`config.mk`:
```
export PLATFORM = sky130hd
export DESIGN_NAME = infix_to_postfix_converter_unit
export DESIGN_NICKNAME = d
export VERILOG_FILES = /design/src/design/i2p_pkg.sv /design/src/design/i2p_ram.sv /design/src/design/i2p_front.sv /design/src/design/i2p_back.sv /design/src/design/infix_to_postfix_converter_unit.sv
export VERILOG_INCLUDE_DIRS = /design/src /design/src/design
export SDC_FILE = /design/constraint.sdc
export NUM_CORES = 1
export LEC_CHECK = 0
export BUFFER_PORTS_ARGS = -buffer_cell sky130_fd_sc_hd__buf_2
export CORE_ASPECT_RATIO = 1.1
export CORE_MARGIN = 2
export CORE_UTILIZATION = 65
export DETAILED_ROUTE_END_ITERATION = 8
export GPL_ROUTABILITY_DRIVEN = 1
export MAX_ROUTING_LAYER = met4
export PLACE_DENSITY = 0.92
export SLEW_MARGIN = 30
export SYNTH_ARGS = -nofsm -noshare
export SYNTH_HDL_FRONTEND = slang
export SYNTH_HIERARCHICAL = 1
export SYNTH_SLANG_ARGS = --single-unit
```
`constraint.sdc`:
```
create_clock -name clk_i -period 7.1 [get_ports clk_i]
set_clock_uncertainty 0.2 [all_clocks]
set_input_delay 0.355 -clock clk_i [delete_from_list [all_inputs] [get_ports clk_i]]
set_output_delay 0.355 -clock clk_i [all_outputs]
set_load 0.02 [all_outputs]
```
`src/design/infix_to_postfix_converter_unit_macros.svh`:
```
// Assertion macros for the infix to postfix converter.
// Used by the top level only; expects clk_i and rst_ni in scope.
`ifndef INFIX_TO_POSTFIX_CONVERTER_UNIT_MACROS_SVH
`define INFIX_TO_POSTFIX_CONVERTER_UNIT_MACROS_SVH

// same-cycle implication
`define I2P_ASSERT_NOW(lbl, ante, cons, msg) \
  lbl: assert property (@(posedge clk_i) disable iff (!rst_ni) (ante) |-> (cons)) \
    else $error(msg);

// next-cycle implication
`define I2P_ASSERT_NEXT(lbl, ante, cons, msg) \
  lbl: assert property (@(posedge clk_i) disable iff (!rst_ni) (ante) |=> (cons)) \
    else $error(msg);

`endif

```
`src/design/i2p_pkg.sv`:
```
// Package for the infix to postfix converter: beat types, character codes,
// operator precedence. No dependencies.
`default_nettype none

package i2p_pkg;

  localparam logic [7:0] CharPlus   = 8'h2B;
  localparam logic [7:0] CharMinus  = 8'h2D;
  localparam logic [7:0] CharStar   = 8'h2A;
  localparam logic [7:0] CharSlash  = 8'h2F;
  localparam logic [7:0] CharCaret  = 8'h5E;
  localparam logic [7:0] CharLParen = 8'h28;
  localparam logic [7:0] CharRParen = 8'h29;
  localparam logic [7:0] CharSpace  = 8'h20;
  localparam logic [7:0] CharTab    = 8'h09;
  localparam logic [7:0] CharNul    = 8'h00;

  typedef struct packed {
    logic [7:0] in_char;
    logic       end_of_expr;
  } in_beat_t;

  typedef struct packed {
    logic [7:0] out_char;
    logic       last_out;
    logic       overflow_seen;
  } out_beat_t;

  typedef enum logic [2:0] {
    KIND_SKIP    = 3'd0,
    KIND_LPAREN  = 3'd1,
    KIND_RPAREN  = 3'd2,
    KIND_OPER    = 3'd3,
    KIND_LITERAL = 3'd4
  } i2p_kind_e;

  typedef struct packed {
    i2p_kind_e  kind;
    logic [7:0] ch;
    logic       last;
  } q_item_t;

  function automatic logic [1:0] rank_of(logic [7:0] ch);
    logic [1:0] r;
    case (ch) inside
      CharPlus, CharMinus: r = 2'd1;
      CharStar, CharSlash: r = 2'd2;
      CharCaret:           r = 2'd3;
      default:             r = 2'd0;
    endcase
    return r;
  endfunction

endpackage

`default_nettype wire

```
`src/design/i2p_ram.sv`:
```
// Generic single-write, single-read RAM with registered read data.
// No dependencies.
`default_nettype none

module i2p_ram #(
  parameter int Width = 8,
  parameter int Depth = 32
) (
  input  wire logic                     clk_i,
  input  wire logic                     we_i,
  input  wire logic [$clog2(Depth)-1:0] waddr_i,
  input  wire logic [Width-1:0]         wdata_i,
  input  wire logic [$clog2(Depth)-1:0] raddr_i,
  output logic      [Width-1:0]         rdata_o
);

  logic [Width-1:0] mem_q [Depth];

  always_ff @(posedge clk_i) begin
    if (we_i) begin
      mem_q[waddr_i] <= wdata_i;
    end
    rdata_o <= mem_q[raddr_i];
  end

endmodule

`default_nettype wire

```
`src/design/i2p_front.sv`:
```
// Front end: accepts input beats, classifies each character and queues it.
// Depends on i2p_pkg.
`default_nettype none

module i2p_front import i2p_pkg::*; (
  input  wire logic     clk_i,
  input  wire logic     rst_ni,
  input  wire logic     in_valid_i,
  output logic          in_ready_o,
  input  wire in_beat_t in_data_i,
  output logic          q_valid_o,
  input  wire logic     q_ready_i,
  output q_item_t       q_item_o
);

  q_item_t    slot_q [2];
  logic       wptr_q, rptr_q;
  logic [1:0] fill_q;
  q_item_t    item;
  logic       push, pop;

  always_comb begin
    item.ch   = in_data_i.in_char;
    item.last = in_data_i.end_of_expr;
    case (in_data_i.in_char) inside
      CharSpace, CharTab:                                item.kind = KIND_SKIP;
      CharLParen:                                        item.kind = KIND_LPAREN;
      CharRParen:                                        item.kind = KIND_RPAREN;
      CharPlus, CharMinus, CharStar, CharSlash, CharCaret: item.kind = KIND_OPER;
      default:                                           item.kind = KIND_LITERAL;
    endcase
  end

  assign in_ready_o = (fill_q != 2'd2);
  assign q_valid_o  = (fill_q != 2'd0);
  assign q_item_o   = slot_q[rptr_q];
  assign push       = in_valid_i && in_ready_o;
  assign pop        = q_valid_o && q_ready_i;

  always_ff @(posedge clk_i) begin
    if (push) begin
      slot_q[wptr_q] <= item;
    end
  end

  always_ff @(posedge clk_i or negedge rst_ni) begin
    if (!rst_ni) begin
      wptr_q <= 1'b0;
      rptr_q <= 1'b0;
      fill_q <= 2'd0;
    end else begin
      if (push) wptr_q <= ~wptr_q;
      if (pop)  rptr_q <= ~rptr_q;
      if (push && !pop)      fill_q <= fill_q + 2'd1;
      else if (pop && !push) fill_q <= fill_q - 2'd1;
    end
  end

endmodule

`default_nettype wire

```
`src/design/i2p_back.sv`:
```
// Back end: operator stack sequencer with top-of-stack register, stack RAM
// and output register. Depends on i2p_pkg and i2p_ram.
`default_nettype none

module i2p_back import i2p_pkg::*; #(
  parameter int STACK_DEPTH = 32
) (
  input  wire logic    clk_i,
  input  wire logic    rst_ni,
  input  wire logic    q_valid_i,
  output logic         q_ready_o,
  input  wire q_item_t q_item_i,
  output logic         busy_o,
  output logic         out_valid_o,
  input  wire logic    out_ready_i,
  output out_beat_t    out_data_o
);

  localparam int CW = $clog2(STACK_DEPTH + 1);
  localparam int IW = $clog2(STACK_DEPTH);

  typedef enum logic [2:0] {
    ST_IDLE = 3'b001,
    ST_WORK = 3'b010,
    ST_LAST = 3'b100
  } bk_state_e;

  bk_state_e state_q, state_d;
  logic [CW-1:0] cnt_q, cnt_d;
  logic [7:0]    top_q, top_d;
  logic          ovf_q, ovf_d;
  logic          rd_ok_q;
  q_item_t       cur_q, cur_d;
  logic          out_valid_q;
  out_beat_t     out_q;

  logic          out_load, can_pop, emit, emit_last;
  logic [7:0]    emit_char;
  logic          we;
  logic [CW-1:0] rd_full;
  logic [7:0]    rd_data;
  logic          empty, full;

  assign out_load = !out_valid_q || out_ready_i;
  assign can_pop  = (cnt_q == CW'(1)) || rd_ok_q;
  assign empty    = (cnt_q == '0);
  assign full     = (cnt_q == CW'(STACK_DEPTH));
  assign rd_full  = cnt_q - CW'(2);

  i2p_ram #(.Width(8), .Depth(STACK_DEPTH)) u_stack (
    .clk_i   (clk_i),
    .we_i    (we),
    .waddr_i (cnt_q[IW-1:0]),
    .wdata_i (cur_q.ch),
    .raddr_i (rd_full[IW-1:0]),
    .rdata_o (rd_data)
  );

  always_comb begin
    state_d   = state_q;
    cnt_d     = cnt_q;
    top_d     = top_q;
    ovf_d     = ovf_q;
    cur_d     = cur_q;
    emit      = 1'b0;
    emit_char = top_q;
    emit_last = 1'b0;
    we        = 1'b0;
    q_ready_o = 1'b0;
    case (state_q)
      ST_IDLE: begin
        q_ready_o = 1'b1;
        if (q_valid_i) begin
          cur_d   = q_item_i;
          state_d = ST_WORK;
        end
      end
      ST_WORK: begin
        case (cur_q.kind)
          KIND_LITERAL: begin
            if (out_load) begin
              emit      = 1'b1;
              emit_char = cur_q.ch;
              state_d   = ST_LAST;
            end
          end
          KIND_LPAREN, KIND_OPER: begin
            if (cur_q.kind == KIND_OPER && !empty &&
                rank_of(top_q) >= rank_of(cur_q.ch)) begin
              if (can_pop && out_load) begin
                emit  = 1'b1;
                cnt_d = cnt_q - CW'(1);
                top_d = rd_data;
              end
            end else begin
              if (full) begin
                ovf_d = 1'b1;
              end else begin
                we    = 1'b1;
                top_d = cur_q.ch;
                cnt_d = cnt_q + CW'(1);
              end
              state_d = ST_LAST;
            end
          end
          KIND_RPAREN: begin
            if (empty) begin
              state_d = ST_LAST;
            end else if (can_pop) begin
              if (top_q == CharLParen) begin
                cnt_d   = cnt_q - CW'(1);
                top_d   = rd_data;
                state_d = ST_LAST;
              end else if (out_load) begin
                emit  = 1'b1;
                cnt_d = cnt_q - CW'(1);
                top_d = rd_data;
              end
            end
          end
          default: state_d = ST_LAST;
        endcase
      end
      ST_LAST: begin
        if (!cur_q.last) begin
          state_d = ST_IDLE;
        end else if (!empty) begin
          if (can_pop && out_load) begin
            emit  = 1'b1;
            cnt_d = cnt_q - CW'(1);
            top_d = rd_data;
          end
        end else if (out_load) begin
          emit      = 1'b1;
          emit_char = CharNul;
          emit_last = 1'b1;
          ovf_d     = 1'b0;
          state_d   = ST_IDLE;
        end
      end
      default: state_d = ST_IDLE;
    endcase
  end

  always_ff @(posedge clk_i) begin
    cur_q <= cur_d;
    top_q <= top_d;
    if (emit) begin
      out_q.out_char      <= emit_char;
      out_q.last_out      <= emit_last;
      out_q.overflow_seen <= ovf_q;
    end
  end

  always_ff @(posedge clk_i or negedge rst_ni) begin
    if (!rst_ni) begin
      state_q     <= ST_IDLE;
      cnt_q       <= '0;
      ovf_q       <= 1'b0;
      rd_ok_q     <= 1'b0;
      out_valid_q <= 1'b0;
    end else begin
      state_q <= state_d;
      cnt_q   <= cnt_d;
      ovf_q   <= ovf_d;
      rd_ok_q <= (cnt_d == cnt_q);
      if (emit)             out_valid_q <= 1'b1;
      else if (out_ready_i) out_valid_q <= 1'b0;
    end
  end

  assign busy_o      = (state_q != ST_IDLE);
  assign out_valid_o = out_valid_q;
  assign out_data_o  = out_q;

endmodule

`default_nettype wire

```
`src/design/infix_to_postfix_converter_unit.sv`:
```
// Infix to postfix converter (shunting-yard) top level.
// Depends on i2p_pkg, i2p_front, i2p_back, i2p_ram and the assertion macros.
//
// Usage: one ASCII character per input beat on in_data_i, end_of_expr set on
// the last one. Output beats carry postfix characters; the expression ends
// with a beat of out_char 0 and last_out 1. overflow_seen shows that an
// operator push was dropped on a full stack earlier in the same expression.
// Both channels use valid/ready. A two-entry queue between the classifier and
// the stack sequencer holds up to two input beats while the output stalls;
// the sequencer holds while the output register is full and not taken.
// An accepted beat is registered in the queue and offered to the sequencer
// in the next cycle; there it passes the take, execute and end check states
// when it pops nothing. Each pop waits for the entry below the top to come
// from the stack RAM's registered read port. The final flush pops every
// stacked entry and then emits the terminator.
// Reset: empties the stack, clears the overflow flag and both channels; the
// stack RAM itself is not cleared.
`default_nettype none

`include "infix_to_postfix_converter_unit_macros.svh"

module infix_to_postfix_converter_unit import i2p_pkg::*; #(
  parameter int STACK_DEPTH = 32
) (
  input  wire logic     clk_i,
  input  wire logic     rst_ni,
  input  wire logic     in_valid_i,
  output logic          in_ready_o,
  input  wire in_beat_t in_data_i,
  output logic          out_valid_o,
  input  wire logic     out_ready_i,
  output out_beat_t     out_data_o
);

  logic    q_valid, q_ready, busy;
  q_item_t q_item;

  i2p_front u_front (
    .clk_i      (clk_i),
    .rst_ni     (rst_ni),
    .in_valid_i (in_valid_i),
    .in_ready_o (in_ready_o),
    .in_data_i  (in_data_i),
    .q_valid_o  (q_valid),
    .q_ready_i  (q_ready),
    .q_item_o   (q_item)
  );

  i2p_back #(.STACK_DEPTH(STACK_DEPTH)) u_back (
    .clk_i       (clk_i),
    .rst_ni      (rst_ni),
    .q_valid_i   (q_valid),
    .q_ready_o   (q_ready),
    .q_item_i    (q_item),
    .busy_o      (busy),
    .out_valid_o (out_valid_o),
    .out_ready_i (out_ready_i),
    .out_data_o  (out_data_o)
  );

  `I2P_ASSERT_NOW(a_term_is_nul, out_valid_o && out_data_o.last_out, out_data_o.out_char == 8'h00, "terminator beat carries a nonzero character")
  `I2P_ASSERT_NOW(a_take_when_idle, q_ready, !busy, "queue read while sequencer busy")
  `I2P_ASSERT_NEXT(a_take_starts_work, q_valid && q_ready, busy, "queue item taken but sequencer idle")

endmodule

`default_nettype wire

```
After elaboration in Yosys (flattened, before gate mapping):

Memories as Yosys holds them, arrays and structs flattened. A register that Yosys moved wholly into a read port is not among the register bits.
Cells that the tools add are included.

* bits in registers: 34
* bits in latches: 0
* bits in writable memories: 280
* bits in read-only memories: 0
* bits of input ports: 13
* output and inout bits: 12
* word-level logic and storage cells: 185
* memories: 2

Memories
* u_back.u_stack.mem_q: words 32, bits a word 8, rd ports 1, clocked after Yosys merged registers in 1, write ports 1, line i2p_ram.sv:17 `logic [Width-1:0] mem_q [Depth];`
* u_front.slot_q: words 2, bits a word 12, rd ports 1, clocked after Yosys merged registers in 1, write ports 1, line i2p_front.sv:16 `q_item_t slot_q [2];`

* add/subtract/negate cells: 5
* multipliers: 0
* divide/modulo/power cells: 0
* magnitude comparators: 1
* equality and inequality tests: 50
* shifts and indexed selects: 0
* multiplexer cells: 83
* bitwise logic cells: 2
* reductions and logical operators: 30

Operator list (number)
* 8-bit by 6-bit equality test with 1-bit output, second input constant: 16
* 8-bit two-way mux: 14
* 6-bit two-way mux: 9
* 8-bit case mux with 2 select lines: 3
* 3-bit two-way mux: 13
* 1-bit two-way mux: 25
* 8-bit by 7-bit equality test with 1-bit output, second input constant: 3
* 2-bit two-way mux: 12
* 6-bit case mux with 2 select lines: 2
* 3-bit case mux with 3 select lines: 2
* 7-bit AND reduction: 2
* 3-bit inequality test, second input constant: 4
* 4-bit by 2-bit inequality test with 1-bit output, second input constant: 3
* 2-bit OR reduction: 6
* 2-bit inequality test, second input constant: 5
* 3-bit by 2-bit equality test with 1-bit output, second input constant: 3
* 3-bit by 2-bit inequality test with 1-bit output, second input constant: 3
* 8-bit by 4-bit equality test with 1-bit output, second input constant: 1
* 2-bit by 1-bit inequality test with 1-bit output, second input constant: 4
* 8-bit AND reduction: 1
* 2-bit nonzero test: 4
* 1-bit logical AND: 7
* 6-bit by 1-bit adder with 6-bit output, second input constant: 1
* 3-bit by 1-bit equality test with 1-bit output, second input constant: 2
* 19 further kinds: 26

Logic depth before layout (Yosys ltp):

Gate-level depths: netlist of run 1.

* depth after elaboration: 13
* depth in mapped cells: 15
* mapped depth without buffers: 13

Hierarchy:

The synthesis of run 1 kept the hierarchy.

Modules (own cells, without submodules)
* i2p_ram: instances 1, cells an instance 417, area each 10053.4 µm², sequential area each 7847.5 µm²
* i2p_back: instances 1, cells an instance 314, area each 2980.4 µm², sequential area each 1202.4 µm²
* i2p_front: instances 1, cells an instance 68, area each 1178.6 µm², sequential area each 820.8 µm²

Worst setup path before layout of run 1:

OpenSTA, ideal clock, no wires.

* path kind: register -> register
* from: register u_back/cur_q[6] (netlist name)
* to: memory u_back.u_stack.mem_q[28][0] (enable)
* setup time: 370 ps
* arrival: 4131 ps
* data required time: 6530 ps
* setup slack: 2399 ps
* stages on the path, launching flop included: 16
* path buffers: 2
* clock period less this slack: 4701 ps
* cell sequence: edfxtp_1 nor3b_1 nand2_1 o22ai_1 a21oi_1 nor3b_1 ha_1 nand2b_1 a21o_1 and3_1 buf_2 or3_1 nor2_1 or3b_2 clkbuf_1 nor2_1

* longest elaborated chain between the ends: 13
* elaborated cells on any way between the ends: 19
* those cells by class: 1 x order compare; 5 x eq/ne; 10 x mux; 3 x reduce/logical

Ends and longest elaborated chain
* start: declaration: line i2p_back.sv:33 `q_item_t cur_q, cur_d;`
* start signal: assignment: line i2p_back.sv:146 `cur_q <= cur_d;`
* 8-bit by 7-bit equality test with 1-bit output or 8-bit by 6-bit equality test with 1-bit output (tied branches): line i2p_back.sv:89 `rank_of(top_q) >= rank_of(cur_q.ch)) begin`
* 2-bit two-way mux or 2-bit OR reduction (tied branches): line i2p_pkg.sv:45 `case (ch) inside`
* 2-bit two-way mux: line i2p_pkg.sv:45
* 2-bit two-way mux (*): line i2p_pkg.sv:45
* 2-bit two-way mux (*): line i2p_back.sv:79 `case (cur_q.kind)`
* 2-bit two-way mux (*): line i2p_back.sv:70 `case (state_q)`
* 2-bit greater-or-equal comparator (*): line i2p_back.sv:89
* 1-bit logical AND (*): line i2p_back.sv:88 `if (cur_q.kind == KIND_OPER && !empty &&`
* 1-bit two-way mux (*): line i2p_back.sv:88
* 1-bit two-way mux (*): line i2p_back.sv:79
* 1-bit two-way mux (*): line i2p_back.sv:70
* named net u_back.we: line i2p_back.sv:39 `logic we;`
* 1-bit two-way mux (*): line i2p_ram.sv:20 `if (we_i) begin`
* 1-bit two-way mux (not written as such) (*): line i2p_ram.sv:21 `mem_q[waddr_i] <= wdata_i;`
* end: declaration: line i2p_ram.sv:17

The timed path passes the listed nets; every way through them passes the cells marked *. The select of a mux whose other input is x is not followed.

Worst setup path in the final report of run 1:

* from: register u_back/cur_q[6] (netlist name)
* to: memory u_back.u_stack.mem_q[11][3] (enable)

Same word-level chain as after synthesis.

==> out/qor.yml, run 1 <==
hp-class: "input port to asynchronous set/reset pin"
first_pass_iters: 9
synth_area_um2: 14200
globalplace.congestion: 0.984
synth-async-reset-ratio_pct: 4.79
cts_buffers: 31
vdd.ir_drop.worst_mv: 0.250
grt_pass1_vias: 8246
seq_area_frac_synth_pct: 69.5
dr.first_iter.drc_count: 1357
cts.sinks: 334
clk_path_buf_depth: 3
crit_family: "simple AND/OR/NAND/NOR gates"
drive_gt1_share_pct: 25.7
arrival_ns: 5.35
avgViaCountPerCell: 7.24
max_freq_mhz: 187
max_stage_delay_ns: 0.78
io_pins: 25
h-tree-depth: 1
cts_resized: 0
setup_viol: 0
clk_latency_ns: 0.58
status: "completed"
yosys.area.top_type_share_pct: 65.5
p_leak_nw: 5.20
worstMarginPinSlew_ns: 1.02
fin_area_um2: 15800
grt_pass1_wl_um: 52700
rows: 56
seqCellArea_um2: 9870
synth.area.top_cells: "edfxtp_1, mux4_2, dfrtp_1, mux2_2, nor2_1"
drt_wl_total_um: 35000
hpwl_um: 20400
synthToLayoutAreaGrowth_pct: 11.5
fin_nets: 866
fin_crit_sh_pct: 75.5
critPathMaxFanout: 36
multi_input_area_um2: 4130
final.min_clock_period_ns: 5.36
dieArea_um2: 23100
yosys-top-cells-count: "edfxtp_1, mux4_2, nor2_1, nand2_1, a21oi_1"
detail_route.wl_per_cell_um: 30.2
drtAntennaViolNets: 0
critPathBufInv: 1
avgSynthCellArea_um2: 17.8
num_antenna_cells: 0
overflow: 0
synth_nets: 821
track_usage_pct: 31.8
cap_violations: 0
synth.largest_area_cell: "edfxtp_1"
fillers: 1144
die_height_um: 159
cp_cell_sequence: "buf_4, nor3b_1, nand2_1, o22ai_1, a21oi_1, nor3b_1, ha_1, nand2b_1, a21o_1, and3_1, or3_1, nor2_1, nand3_1, nor2_1"
placed_area_um2: 14600
grt_antenna_before_repair: 0
die_x_um: 145
hold_viol_final: 0
synth.most_common_cell: "edfxtp_1"
drc_errors: 0
end_kind: "register"
cts.clk_slew.worst_paths_ns: 0.07
rsz0062_at_grt: "no"
initial_utilization_pct: 66.5
synth_seq_cells: 334
cts-root-buf: "clkbuf_16"
num_vias: 8376
syn_inst: 799
critPathSlowestCell: "nor2_1"
grt_max_degree: 41
max_slew_margin_pct: 31.7
required_ns: 7.09
port-buffer-count: 24
synth_edf_count: 310
drv_slew: 0
synth_cell_types: 76
p_per_area_nw_per_um2: 455
yosys_warnings: 6
dominantRegCellSynth: "edfxtp_1"
path_class: "register to register"
whs_ns: 0.0374
tritoncts: "built"
startpoint_type: "register"
core_um2: 21400
timing.setup.tns_ns: 0
## cells in the final DEF, fill, tap and decap left out, drive strengths merged, types with 6 or more instances in the layout
| cell type | n |
|---|---|
| o21ai | 22 |
| a22o | 8 |
| nand3 | 18 |
| nor2 | 61 |
| dfxtp | 8 |
| a21oi | 24 |
| mux4 | 80 |
| dlygate4sd3 | 11 |
| buf | 37 |
| inv | 12 |
| clkbuf | 34 |
| mux2i | 8 |
| a31oi | 6 |
| bufinv | 8 |
| edfxtp | 310 |
| dfrtp | 15 |
| nand2b | 9 |
| mux2 | 20 |
| nor3 | 6 |
| o22ai | 12 |
| nor3b | 6 |
| nand2 | 37 |
| ha | 9 |
| clkinv | 12 |
## timing repair
action	CTS	global route
hold buffers	11	0
hold endpoints to repair	35	0
buffers inserted	0	0
## logic make-up after synthesis
| family | synth area share (%) |
|---|---|
| buf+inv | 1.66 |
| mux | 14.8 |
| simple gates | 6.91 |
| flops | 69.5 |
| fa+ha+maj | 0.792 |
| compound gates | 5.75 |
| xor+xnor | 0.616 |
## report_power, final
group	internal, W	switching, W
clock network	0.00109	0.000722
logic	0.00108	0.00149
registers	0.00255	0.000279
## sequential cells by signal, indices dropped and copies added (netlist names)
| register | flops |
|---|---|
| u_back/u_stack/mem_q | 256 |
| u_front/slot_q | 24 |
| u_back/cur_q | 12 |
| u_back/out_data_o | 10 |
| u_back/top_q | 8 |
| u_back/u_stack/rdata_o | 8 |
| u_back/cnt_q | 6 |
| u_back/state_q | 3 |
| u_front/fill_q | 2 |
| u_back/out_valid_o | 1 |
| u_back/ovf_q | 1 |
| u_back/rd_ok_q | 1 |
| u_front/rptr_q | 1 |
| u_front/wptr_q | 1 |
## per-stage QoR
| stage | cells | utilization, % | setup slack (ns) | power [W] |
|---|---|---|---|---|
| finish | 1157 | 74.2 | 1.74 | 0.00721 |
| global route | 1157 | 74.2 | 1.50 | 0.00743 |
| CTS | 1157 | 74.1 | 1.82 | 0.00714 |
| detailed placement | 1090 | 68.3 | 1.92 | 0.00525 |
| global placement | 1090 | 68.3 | 2.20 | 0.00515 |
| floorplan | 799 | - | 2.40 | 0.00454 |
## worst paths after layout
check	startpoint	to	slack (ns)	cells after the start
min reg2reg	u_back/ovf_q	u_back/out_data_o[0]	0.27	0
min in group clk_i	out_ready_i	u_back/out_valid_o	0.15	3
max reg2reg	u_back/cur_q[6]	u_back/u_stack/mem_q[11][3]	1.74	14
max	u_back/cur_q[6]	u_back/u_stack/mem_q[11][3]	1.74	14
max in group asynchronous	rst_ni	u_back/cnt_q[0]	6.34	2
min	rst_ni	u_back/cnt_q[0]	0.04	2
## final cells by class
cell class,count,area share [%]
clock inverter,22,2.10
timing repair buffer,48,2.07
tap,290,2.29
sequential,334,62.3
clock buffer,34,4.97
inverter,10,0.237
multi-input combinational,419,26.0
## metal layers
layer	up-vias	wire length (µm)	GRT usage, %
met5	-	0	-
met2	666	17600	52.3
met3	199	3440	5.44
met1	4164	11900	39.9
met4	0	2040	13.5
li1	3347	-	-
No activity file was read; power rests on OpenSTA's default activity.
==> run 2, diff against run 1 <==
CORE_UTILIZATION = 56   (was 65)
PLACE_DENSITY = 0.85   (was 0.92)
clock period = 4.75 ns   (was 7.1 ns; I/O delays follow)
==> run 2 against run 1 <==
Wire length decreased by 11%. Sequential share of layout area down 0.51 points. Design area is 0.83% higher. Via count fell by 4.1%. Largest power group unchanged. Register-to-register slack got worse by 1.6 ns. Sequential power grew 46%. Clock-buffer cell count increased by 1. Total power grew 42%. Clock power rose by 25%. Cell count up 5.2%. Global-route usage decreased by 7.6 points. Sequential cell count did not move.
==> out/qor.yml, run 2 (same netlist as run 1, synthesis figures left out) <==
arrival_ns: 4.59  # was 5.35 ns
drv_slew: 0  # unchanged
final.min_clock_period_ns: 4.58  # was 5.36 ns
drtAntennaViolNets: 0  # unchanged
initial_utilization_pct: 56.6  # was 66.5%
grt_max_degree: 43  # was 41
hpwl_um: 19900  # was 20400 µm
final_common_cell: "edfxtp_1"  # unchanged
hold_path_end: "u_back/out_valid_o"
die_x_um: 156  # was 145 µm
rows: 61  # was 56
largest_registers: "u_back/u_stack/mem_q (256), u_front/slot_q (24), u_back/cur_q (12)"  # unchanged
dr.first_iter.drc_count: 1087  # was 1357
num_vias: 8030  # was 8376
fillers: 1639  # was 1144
end_kind: "register"  # unchanged
rsz0062_at_grt: "yes"  # was no
fin_nets: 904  # was 866
cts.clk_slew.worst_paths_ns: 0.07  # about the same
first_pass_iters: 7  # was 9
min_from: "out_ready_i"
largest_register_ffs: 256  # unchanged
hp-class: "input port to register"  # was input port to asynchronous set/reset pin
drt_wl_total_um: 30900  # was 35000 µm
critPathMaxFanout: 8  # was 36
hold_viol_final: 0  # unchanged
cts_setup_buffers: 0  # unchanged
clk_path_buf_depth: 3  # unchanged
cts_buffers: 30  # was 31
h-tree-depth: 1  # unchanged
max_freq_mhz: 219  # was 187 MHz
drc_errors: 0  # unchanged
grt_pass1_vias: 7858  # was 8246
path_class: "register to register"  # unchanged
hold_depth: 3
overflow: 0  # unchanged
dieArea_um2: 26700  # was 23100 µm²
globalplace.congestion: 0.961  # was 0.984
detail_route.wl_per_cell_um: 25.4  # was 30.2 µm
cp_cell_sequence: "nor3b_1, nand2_1, o22ai_1, a21oi_1, nor3b_1, ha_1, nand2b_1, a21o_1, and3_1, or3_1, nor2_1, or3b_2, nor2_2"  # was buf_4, nor3b_1, nand2_1, o22ai_1, a21oi_1, nor3b_1, ha_1, nand2b_1, a21o_1, and3_1, or3_1, nor2_1, nand3_1, nor2_1
cts-root-buf: "clkbuf_16"  # unchanged
reg2reg_to: "u_back/u_stack/mem_q[28][5]"  # was u_back/u_stack/mem_q[11][3]
cts.sinks: 334  # unchanged
critPathSlowestCell: "or3b_2"  # was nor2_1
cp_common_cell: "nor3b_1"
startpoint_type: "register"  # unchanged
required_ns: 4.76  # was 7.09 ns
max_stage_delay_ns: 0.64  # was 0.78 ns
setup_viol: 0  # unchanged
core_um2: 25100  # was 21400 µm²
avgViaCountPerCell: 6.60  # was 7.24
tritoncts: "built"  # unchanged
top_register: "u_back/u_stack/mem_q"  # unchanged
final_util_pct: 63.6  # was 74.2%
ff2ff_path_depth: 13  # was 14
worstMarginPinSlew_ns: 0.883  # was 1.02 ns
cap_violations: 0  # unchanged
grt_antenna_before_repair: 0  # unchanged
p_leak_nw: 5.30  # was 5.20 nW
grt_pass1_wl_um: 47300  # was 52700 µm
p_per_area_nw_per_um2: 639  # was 455 nW/µm²
placed_area_um2: 14900  # was 14600 µm²
synthToLayoutAreaGrowth_pct: 12.4  # was 11.5%
port-buffer-count: 24  # unchanged
fin_crit_sh_pct: 96.3  # was 75.5%
status: "completed"  # unchanged
fin_area_um2: 16000  # was 15800 µm²
max_slew_margin_pct: 41.0  # was 31.7%
die_height_um: 171  # was 159 µm
track_usage_pct: 24.2  # was 31.8%
clk_latency_ns: 0.55  # was 0.58 ns
rr_startpoint: "u_back/cur_q[7]"  # was u_back/cur_q[6]
drive_gt1_share_pct: 27.9  # was 25.7%
final_cell_mix: "edfxtp_1, mux4_2, nor2_1, buf_4, nand2_1"  # was edfxtp_1, mux4_2, nor2_1, nand2_1, clkbuf_16
num_antenna_cells: 0  # unchanged
vdd.ir_drop.worst_mv: 0.381  # was 0.250 mV
r2r_slack_ns: 0.17  # was 1.74 ns
io_pins: 25  # unchanged
[run 2: area by class of cell]
type	count	area [µm²]	area share, %
sequential	334	9870	61.8
multi-input combinational	419	4130	25.9
clock buffer	35	769	4.82
timing repair buffer	87	626	3.92
tap	315	394	2.47
clock inverter	17	146	0.916
inverter	10	37.5	0.235
[run 2: how the worst max path moves through the flow]
stage,from,to,slack (ns)
2_1_floorplan,u_back/cur_q[6],u_back/u_stack/mem_q[28][0],0.05
3_3_place_gp,u_back/cur_q[7],u_back/u_stack/mem_q[0][1],0.32
3_5_place_dp,u_back/cur_q[5],u_back/u_stack/mem_q[28][2],0.12
4_1_cts,u_back/cur_q[5],u_back/u_stack/mem_q[0][6],0.08
5_1_grt,u_back/cur_q[5],u_back/u_stack/mem_q[28][3],-0.05
6_report,u_back/cur_q[7],u_back/u_stack/mem_q[28][5],0.17
[run 2: critical path, delay by kind of cell, from the launching register on]
| kind | cells | cell delay [ns] |
|---|---|---|
| and+or+nand+nor | 9 | 2.79 |
| AOI/OAI and AO/OA | 3 | 0.49 |
| DFF | 1 | 0.46 |
| adders and majority gates | 1 | 0.26 |
[run 2: power by group]
group          internal (W)  switching, W  leakage, nW  total, W
combinational       0.00164       0.00219         1.80   0.00383
sequential          0.00381      0.000313         3.06   0.00412
clock               0.00126       0.00100        0.447   0.00227
[run 2: layer usage]
| layer | share of wire, % | track usage (%) |
|---|---|---|
| met5 | 0 | - |
| met2 | 50 | 39.4 |
| met3 | 8.2 | 3.04 |
| met1 | 39 | 32.9 |
| met4 | 3.0 | 6.86 |
[run 2: repair_timing]
item / in CTS / in global routing
setup endpoints to repair: 0 / 24
endpoints found under the hold margin: 37 / 0
resized for setup: 0 / 4
hold buffers: 13 / 0
[run 2: per-stage QoR]
step	std cells	hold slack [ns]	setup TNS, ns	power (W)	setup WS, ns
after floorplan	799	-0.258	0	0.00679	0.0491
after global placement	1152	-0.0236	0	0.00783	0.323
after detailed placement	1152	-0.0137	0	0.00792	0.125
after CTS	1217	0.0327	0	0.0102	0.0781
after global routing	1217	0.0671	-0.694	0.0106	-0.0502
final	1217	0.0575	0	0.0102	0.174
